==> src/rtl/core/gslema_pkg.sv <==
`timescale 1ns / 1ps

package gslema_pkg;

  localparam int GAIN_W     = 16;
  localparam int CAP_W      = 23;
  localparam int CONF_W     = 16;
  localparam int LIMIT_W    = 23;
  localparam int CFG_DATA_W = 23;
  localparam int CFG_ADDR_W = 2;
  localparam int CNT_W      = 2;

  // Register indexes on the configuration port.
  localparam logic [CFG_ADDR_W-1:0] CFG_IDX_GAIN  = 2'd0;
  localparam logic [CFG_ADDR_W-1:0] CFG_IDX_CAP   = 2'd1;
  localparam logic [CFG_ADDR_W-1:0] CFG_IDX_FLOOR = 2'd2;
  localparam logic [CFG_ADDR_W-1:0] CFG_IDX_LIMIT = 2'd3;

  // Defaults: alpha 0.3, 20 ms slew cap, confidence 2.0, 500 ms alarm.
  localparam logic [GAIN_W-1:0]  GAIN_RST  = 16'd19661;
  localparam logic [CAP_W-1:0]   CAP_RST   = 23'd5120;
  localparam logic [CONF_W-1:0]  FLOOR_RST = 16'd512;
  localparam logic [LIMIT_W-1:0] LIMIT_RST = 23'd128000;

  localparam logic [CNT_W-1:0] READY_COUNT = 2'd3;

  typedef struct packed {
    logic [GAIN_W-1:0]  gain;
    logic [CAP_W-1:0]   cap;
    logic [CONF_W-1:0]  floor;
    logic [LIMIT_W-1:0] limit;
  } cfg_t;

  typedef enum logic [1:0] {
    ST_NOT_READY = 2'd0,
    ST_LOCKED    = 2'd1,
    ST_DEGRADED  = 2'd2
  } lock_status_t;

endpackage

==> src/rtl/core/gslema_cfg.sv <==
`timescale 1ns / 1ps

module gslema_cfg (
  input  logic                                clk,
  input  logic                                rst_n,
  input  logic                                cfg_we,
  input  logic [gslema_pkg::CFG_ADDR_W-1:0]   cfg_index,
  input  logic [gslema_pkg::CFG_DATA_W-1:0]   cfg_wdata,
  output gslema_pkg::cfg_t                    cfg
);

  gslema_pkg::cfg_t cfg_r;
  gslema_pkg::cfg_t cfg_nxt;

  always_comb begin
    cfg_nxt = cfg_r;
    if (cfg_we) begin
      case (cfg_index)
        gslema_pkg::CFG_IDX_GAIN:  cfg_nxt.gain  = cfg_wdata[gslema_pkg::GAIN_W-1:0];
        gslema_pkg::CFG_IDX_CAP:   cfg_nxt.cap   = cfg_wdata[gslema_pkg::CAP_W-1:0];
        gslema_pkg::CFG_IDX_FLOOR: cfg_nxt.floor = cfg_wdata[gslema_pkg::CONF_W-1:0];
        gslema_pkg::CFG_IDX_LIMIT: cfg_nxt.limit = cfg_wdata[gslema_pkg::LIMIT_W-1:0];
        default: cfg_nxt = cfg_r;
      endcase
    end
  end

  always_ff @(posedge clk) begin
    if (!rst_n) begin
      cfg_r.gain  <= gslema_pkg::GAIN_RST;
      cfg_r.cap   <= gslema_pkg::CAP_RST;
      cfg_r.floor <= gslema_pkg::FLOOR_RST;
      cfg_r.limit <= gslema_pkg::LIMIT_RST;
    end else begin
      cfg_r <= cfg_nxt;
    end
  end

  assign cfg = cfg_r;

endmodule

==> config.mk <==
export PLATFORM = sky130hd
export DESIGN_NAME = gslema_cfg
export DESIGN_NICKNAME = d
export VERILOG_FILES = /design/src/rtl/core/gslema_pkg.sv /design/src/rtl/core/gslema_cfg.sv
export SDC_FILE = /design/constraint.sdc
export NUM_CORES = 1
export LEC_CHECK = 0
export BUFFER_PORTS_ARGS = -buffer_cell sky130_fd_sc_hd__buf_2
export CAP_MARGIN = 40
export CORE_MARGIN = 3
export CORE_UTILIZATION = 45
export CTS_CLUSTER_SIZE = 14
export DETAILED_ROUTE_END_ITERATION = 6
export PLACE_DENSITY = 0.76
export SYNTH_ARGS = -nofsm -noshare
export SYNTH_HDL_FRONTEND = slang
export SYNTH_SLANG_ARGS = --single-unit
==> constraint.sdc <==
create_clock -name clk -period 2.25 [get_ports clk]
set_input_delay 0.3375 -clock clk [delete_from_list [all_inputs] [get_ports clk]]
set_output_delay 0.3375 -clock clk [all_outputs]
set_load 0.05 [all_outputs]
==> results by group, run 1 <==
STA
  • Final min period: around 1300 ps
  • Slew Viols, Final: 0
  • Hold_ws: around 260 ps
  • Final Skew: 0 ps
  • Final Setup Violations: 0
  • Slew margin rel.: 0.637
  • Final Hold Vio Count: 0
  • Setup TNS: 0 ps
  • Final period utilization: 0.582
  • Fmax: about 0.76 GHz
  • Unrepaired setup endpoints after global routing: false
  • Slew @ Worst Pin: between 500 and 600 ps

Critical path
  • Startpoint types: register
  • Worst path max stage delay: between 300 and 400 ps
  • Crit. Startpoint: cfg[42]
  • CP Data Required Time: between 1500 and 2000 ps
  • FF-to-FF setup slack: 1620 ps
  • Worst setup endpoint: cfg[42]
  • Critical-path top delay cell: dfxtp_1
  • Critical path buffers and inverters: 1
  • Cell family with most CP delay: flip-flops
  • Critical path class: register to output pin
  • Worst r2r path cells: 2
  • WP data arrival: between 900 and 1000 ps
  • R2R Path End: cfg[49]
  • Worst setup EP type: output pin
  • CP Cell Sequence: buf_2
  • CP Max Fanout: 2
  • Reg2reg start: cfg[49]
  • Critical path depth in cells: 1

Clocking
  • # resized after CTS: 0
  • Setup bufs post-CTS: 0
  • CTS HTree Levels: 3
  • Worst-Skew Late Latency: 340 ps
  • CTS sink count: roughly 80
  • Worst-path clk slew: ~80 ps
  • Clock buffers created by TritonCTS: 9
  • Root Buffer: clkbuf_8
  • CTS tree: done
  • Clock Tree Buf Depth: 2
  • Hold buffer count at CTS: 0

Global routing
  • Initial antenna violation count: 0
  • First-pass GRT wire length: 11200 um
  • Grt total ovfl: 0
  • Total GRT Usage: 0.187
  • Largest net degree at the start of global routing: 43
  • Vias in the first global route: roughly 2300

Job
  • Max cap viols: 0

Yosys
  • Area share of the largest cell type after synthesis: 0.515
  • Syn nets: approximately 330
  • Post-synthesis mux area share: 0.225
  • Synth cell count leaders: nand2_1, dfxtp_1, mux2i_1
  • Post-synth EDFFs: 0
  • Main combinational cell family by area after synthesis: multiplexers
  • Syn. warnings: 0
  • Cell taking the most area after synthesis: dfxtp_1
  • Cell variety after synth: 20
  • Avg Cell Area, Syn: between 10 and 15 sq um
  • Post-synthesis async set-or-reset flop share: 0
  • Cells after synthesis: ~300
  • Sequential fraction of the synthesis area: 0.515
  • Area fraction in compound gates after synthesis: 0.0248
  • Register bit total from synthesis: 78
  • Most frequent cell after synthesis: nand2_1
  • Area of the mapped netlist: 3030 sq um
  • Largest cells by area after synthesis: dfxtp_1, mux2i_1, nand2_1, o211ai_1, nor2b_1
  • Synth Area in XOR/XNOR: 0
  • Primary FF master, synth: dfxtp_1
  • Simple-gate area share of the yosys netlist: 0.178
  • Area share of fa/ha/maj cells after synthesis: 0

Placed design
  • Post-placement cell count: ~470
  • DPL Wire Length: 4960 um
  • Placer Congestion: between 0.7 and 0.8
  • Port Buffers: around 110

Drt
  • Via count: around 2400
  • Post-route ant nets: 0
  • DRT met1 WL: between 3000 and 4000 um
  • Routed length on met3: between 500 and 600 um
  • Met2 routed WL: between 3000 and 4000 um
  • Drt first pass iters: 4
  • Max Used Layer: met4
  • Avg WL per Cell: around 15 um
  • DR DRC count: 0
  • Via-to-Cell Ratio: between 5 and 6
  • Initial DRC Count: 85
  • Routed WL: between 7000 and 8000 um

Cells and area
  • Final core occ: 0.588
  • Final net count: around 430
  • Area Overhead vs Synth: 24.5%
  • Filler cells: about 570
  • Final Non-Filler Cells: 480
  • Layout cell share with drive strength beyond 1: 0.318
  • Max reg flops: 78
  • N_diodes: 0

Die
  • Ports: ~110
  • Die Ht: about 88 um
  • Die X: 88.1 um
  • Core area: between 6000 and 7000 sq um
  • Starting density of the core: 0.472
  • Die footprint: ~7800 sq um
  • Cell Rows: 29

Worst hold path
  • Hold Crit Class: input pin to register
  • Min-Delay Path Depth: 3
  • HP Start: cfg_wdata[18]

Run status
  • Status: finished clean

Power and ir drop
  • Power, Total: 2.90 mW
  • Max VDD drop: roughly 0.43 mV
  • Power Dens Cells: ~770 nW/um^2
  • Pleak: between 1.5 and 2 nW
-- cell usage in the layout, fill, tap and decap left out --
cell	netlist	layout
clkbuf_8	0	9
buf_12	0	2
and3_1	1	1
bufinv_16	0	1
nand2_1	84	84
or4bb_1	1	1
nand4_1	3	3
nor2b_1	10	10
dfxtp_1	78	78
buf_2	9	105
clkinv_2	0	3
inv_6	0	1
nand4b_1	1	1
nor3b_4	1	1
or3b_1	1	1
inv_1	10	10
buf_4	5	4
nand4bb_1	5	5
nand3_1	1	1
and3b_1	2	2
clkinv_4	0	1
mux2i_1	68	68
o211ai_1	10	10
nand3b_2	1	1
-- worst min path at each step --
stage	endpoint	slack (ps)
after global routing	cfg[17]	250
final	cfg[18]	260
after global placement	cfg[41]	440
after detailed placement	cfg[48]	450
after floorplan	cfg[33]	480
after CTS	cfg[18]	250
-- worst register-to-register path, stage by stage (launching register included) --
cell	delay, ps
dfxtp_1	320
nor2b_1	120
mux2i_1	70
-- where the power goes --
group,total (mW),internal [mW],switching (mW)
clock,1.00,0.506,0.496
combinational,0.439,0.121,0.318
sequential,1.46,1.43,0.0246
total,2.90,2.06,0.839
-- stage by stage --
stage / area, sq um / setup slack [ps]
after detailed placement: 3590 / 705
after CTS: 3770 / 931
after global routing: 3770 / 909
final: 3770 / 941
after floorplan: 3030 / 1120
after global placement: 3590 / 741
-- final cells by class --
| class | instances | area, sq um | area share |
|---|---|---|---|
| Clock buffer | 9 | 124 | 0.0328 |
| Clock inverter | 6 | 62.6 | 0.0166 |
| Inverter | 10 | 37.5 | 0.00995 |
| Multi-Input combinational cell | 189 | 1300 | 0.344 |
| Sequential cell | 78 | 1560 | 0.414 |
| Tap cell | 77 | 96.3 | 0.0255 |
| Timing Repair Buffer | 111 | 596 | 0.158 |
-- cells by family (layout without fill, tap and decap cells) --
logic type / Yosys count / after routing
buf+inv: 32 / 136
simple gates: 111 / 111
mux: 68 / 68
flops: 78 / 78
compound gates: 10 / 10
-- per-layer routing --
layer  track usage  vias up
met5             0        -
met4        0.0810        0
met3        0.0640       13
met1         0.233     1147
met2         0.296       76
li1              -     1193
Note: power is estimated with default switching activity, not from simulation.
==> run 2, diff against run 1 <==
==> constraint.sdc (replaced) <==
create_clock -name clk -period 1.23 [get_ports clk]
set_input_delay 0.1845 -clock clk [delete_from_list [all_inputs] [get_ports clk]]
set_output_delay 0.1845 -clock clk [all_outputs]
set_load 0.05 [all_outputs]
==> results by group, run 2 (synthesis results as in run 1) <==
Drt
  • Drt first pass iters: 6
  • Via count: approximately 2500
  • Post-route ant nets: 0
  • DR DRC count: 0
  • Initial DRC Count: approximately 100
  • Routed WL: between 7000 and 8000 um
  • Via-to-Cell Ratio: ~5
  • Avg WL per Cell: 14.4 um

Cells and area
  • Filler cells: ~550
  • Multi-input logic area: approximately 1300 sq um
  • Final Non-Filler Cells: 489
  • Layout cell share with drive strength beyond 1: 0.333
  • Final core occ: 0.607
  • Max reg flops: between 70 and 80
  • Final net count: 435
  • N_diodes: 0
  • Seq. cell area: ~1600 sq um
  • Area Overhead vs Synth: 28.6%
  • Most common cell after layout, fill and taps aside: buf_2
  • Commonest non-fill, non-tap cells in the layout: buf_2, nand2_1, dfxtp_1

Clocking
  • CTS tree: done
  • Clock Tree Buf Depth: 2
  • CTS HTree Levels: 3
  • Worst-Skew Late Latency: between 300 and 400 ps
  • Root Buffer: clkbuf_8
  • # resized after CTS: 0
  • CTS sink count: 78
  • Worst-path clk slew: 80 ps
  • Clock buffers created by TritonCTS: 9
  • Setup bufs post-CTS: 0
  • Hold buffer count at CTS: 0

STA
  • Final Setup Violations: 0
  • Setup TNS: 0 ps
  • Final period utilization: 0.941
  • Final Hold Vio Count: 0
  • Final min period: 1160 ps
  • Slew Viols, Final: 0
  • Final setup margin: between 70 and 80 ps
  • Unrepaired setup endpoints after global routing: false
  • Final Skew: 0 ps
  • Slew margin rel.: 0.826
  • Fmax: slightly below 0.9 GHz
  • Slew @ Worst Pin: ~260 ps

Die
  • Die Ht: between 80 and 90 um
  • Cell Rows: 29
  • Core area: ~6400 sq um
  • Starting density of the core: 0.472
  • Ports: between 100 and 150
  • Die footprint: 7750 sq um
  • Die X: around 90 um

Critical path
  • Startpoint types: register
  • CP Cell Sequence: buf_2
  • Worst setup EP type: output pin
  • Worst path max stage delay: 360 ps
  • WP data arrival: a little under 1000 ps
  • CP Max Fanout: 2
  • Critical path class: register to output pin
  • CP Data Required Time: between 1000 and 1500 ps
  • Critical-path top delay cell: dfxtp_1
  • Critical path buffers and inverters: 1
  • Cell family with most CP delay: flip-flops

Placed design
  • Port Buffers: ~110
  • Place WS: approximately 52 ps
  • Placer Congestion: approximately 0.81
  • DPL Wire Length: ~5000 um
  • Post-placement cell count: approximately 470

Global routing
  • First-pass GRT wire length: 11000 um
  • Largest net degree at the start of global routing: between 50 and 60
  • Total GRT Usage: 0.185
  • Initial antenna violation count: 0
  • Vias in the first global route: approximately 2300
  • Grt total ovfl: 0

Run status
  • Status: finished clean

Power and ir drop
  • Max VDD drop: around 0.75 mV
  • Pleak: roughly 2 nW
  • Power Dens Cells: 1380 nW/um^2

Job
  • Max cap viols: 0

Worst hold path
  • Hold Crit Class: input pin to register
==> run 2: final cells by class <==
type,instances,area share
clock buffer,10,0.0353
clock inverter,6,0.0157
inverter,10,0.00963
multi-input combinational,189,0.333
sequential,78,0.401
tap,77,0.0247
timing repair buffer,119,0.181
==> run 2: power breakdown <==
part           leakage [nW]  switching (mW)  internal (mW)  total, mW
sequential            0.635          0.0490           2.62       2.67
combinational          1.27           0.581          0.247      0.828
clock                 0.102           0.914          0.986       1.90
==> run 2: routing by layer <==
layer / wire [um] / vias up / track usage
met5: 0 / - / 0
met4: 124 / 0 / 0.0893
met3: 525 / 10 / 0.0470
met2: 3290 / 85 / 0.301
met1: 3090 / 1156 / 0.230
li1: - / 1214 / -
==> run 2: worst paths after layout <==
| path | start | endpoint | slack [ps] | cells past startpoint |
|---|---|---|---|---|
| worst min register to register | cfg[35] | cfg[35] | 460 | 2 |
| worst max register to register | cfg[25] | cfg[25] | 590 | 2 |
| worst min-delay path | cfg_wdata[18] | cfg[18] | 100 | 3 |
| worst max-delay path | cfg[44] | cfg[44] | 70 | 1 |
==> run 2: metrics by stage <==
stage	hold slack [ps]	power, mW	instance area (sq um)
final	104	5.40	3900
after global routing	117	5.58	3900
after CTS	90.9	5.44	3900
after detailed placement	445	3.56	3700
after global placement	440	3.54	3700
after floorplan	327	3.32	3030
==> run 3, diff against run 2 <==
--- a/config.mk
+++ b/config.mk
@@ -12,6 +12,7 @@
 export CTS_CLUSTER_SIZE = 14
 export DETAILED_ROUTE_END_ITERATION = 6
 export PLACE_DENSITY = 0.76
+export REMOVE_ABC_BUFFERS = 1
 export SYNTH_ARGS = -nofsm -noshare
 export SYNTH_HDL_FRONTEND = slang
 export SYNTH_SLANG_ARGS = --single-unit
==> results by group, run 3 (synthesis results as in run 1) <==
Run status
  • Status: finished clean

Global routing
  • Initial antenna violation count: 0
  • Vias in the first global route: between 2000 and 2500
  • Largest net degree at the start of global routing: 52
  • Grt total ovfl: 0
  • Total GRT Usage: 0.181
  • First-pass GRT wire length: 10900 um

Cells and area
  • Layout cell share with drive strength beyond 1: 0.336
  • Final net count: between 400 and 500
  • N_diodes: 0
  • Area Overhead vs Synth: 30.6%
  • Final Non-Filler Cells: just under 500
  • Max reg flops: 78
  • Seq. cell area: ~1600 sq um
  • Multi-input logic area: roughly 1300 sq um
  • Filler cells: ~550
  • Commonest non-fill, non-tap cells in the layout: buf_2, nand2_1, dfxtp_1
  • Most common cell after layout, fill and taps aside: buf_2

Power and ir drop
  • Power, Total: roughly 5.8 mW
  • Max VDD drop: 0.821 mV
  • Power Dens Cells: about 1500 nW/um^2
  • Pleak: 2.04 nW

Critical path
  • WP data arrival: between 900 and 1000 ps
  • Critical path class: register to output pin
  • Critical path buffers and inverters: 1
  • Worst setup EP type: output pin
  • Worst path max stage delay: roughly 350 ps
  • Critical-path top delay cell: dfxtp_1
  • CP Max Fanout: 2
  • Startpoint types: register
  • CP Data Required Time: about 1100 ps
  • Cell family with most CP delay: flip-flops
  • CP Cell Sequence: buf_2

Worst hold path
  • Hold Crit Class: input pin to register

Job
  • Max cap viols: 0

Clocking
  • Root Buffer: clkbuf_8
  • CTS HTree Levels: 3
  • Clock Tree Buf Depth: 2
  • # resized after CTS: 0
  • Worst-path clk slew: around 80 ps
  • CTS tree: done
  • Setup bufs post-CTS: 0
  • Hold buffer count at CTS: 0
  • CTS sink count: 78
  • Clock buffers created by TritonCTS: 9
  • Worst-Skew Late Latency: 340 ps

Drt
  • Post-route ant nets: 0
  • Initial DRC Count: 69
  • Drt first pass iters: 4
  • Routed WL: 6780 um
  • DR DRC count: 0
  • Via-to-Cell Ratio: between 4 and 5
  • Via count: 2404
  • Avg WL per Cell: roughly 14 um

Die
  • Cell Rows: 29
  • Starting density of the core: 0.472
  • Ports: 106
  • Die Ht: about 90 um
  • Die X: just under 90 um
  • Die footprint: 7750 sq um
  • Core area: approximately 6400 sq um

STA
  • Final Setup Violations: 0
  • Hold_ws: just under 100 ps
  • Final period utilization: 0.937
  • Slew Viols, Final: 0
  • Final Hold Vio Count: 0
  • Final Skew: 0 ps
  • Unrepaired setup endpoints after global routing: false
  • Final min period: between 1000 and 1500 ps
  • Final setup margin: between 70 and 80 ps
  • Slew margin rel.: 0.716
  • Setup TNS: 0 ps
  • Slew @ Worst Pin: between 400 and 500 ps
  • Fmax: between 0.8 and 0.9 GHz

Placed design
  • DPL Wire Length: 4880 um
  • Place WS: -26.3 ps
  • Port Buffers: ~110
  • Post-placement cell count: about 480
  • Placer Congestion: 0.788
run 3: report_power, final:
part | total [mW] | internal [mW] | switching (mW)
registers | 2.66 | 2.62 | 0.0459
logic | 0.830 | 0.251 | 0.579
clock network | 2.32 | 1.41 | 0.914
total | 5.82 | 4.28 | 1.54
run 3: through the flow:
stage / area (sq um) / utilization
global placement: 3710 / 0.578
global route: 3960 / 0.616
CTS: 3960 / 0.616
floorplan: 2900 / -
finish: 3960 / 0.616
detailed placement: 3710 / 0.578
run 3: layer usage:
metal | share of wire | vias up | wire length, um | track usage
met5 | 0 | - | 0 | 0
met4 | 0.014 | 0 | 97 | 0.0659
met3 | 0.072 | 10 | 490 | 0.0508
met2 | 0.46 | 75 | 3130 | 0.290
met1 | 0.45 | 1104 | 3060 | 0.232
li1 | - | 1215 | - | -
run 3: area by class of cell:
class,instances,area share
Inverter,10,0.00948
Clock buffer,11,0.0357
Timing Repair Buffer,121,0.182
Tap cell,77,0.0243
Clock inverter,5,0.0262
Multi-Input combinational cell,189,0.328
Sequential cell,78,0.394
run 3: path summary, 6_finish.rpt:
check | from | endpoint | slack (ps) | cells after the start
worst max register to register | cfg[65] | cfg[65] | 600 | 2
worst max-delay path | cfg[42] | cfg[42] | 80 | 1
worst min-delay path | cfg_wdata[16] | cfg[55] | 100 | 3
worst min register to register | cfg[17] | cfg[17] | 460 | 2
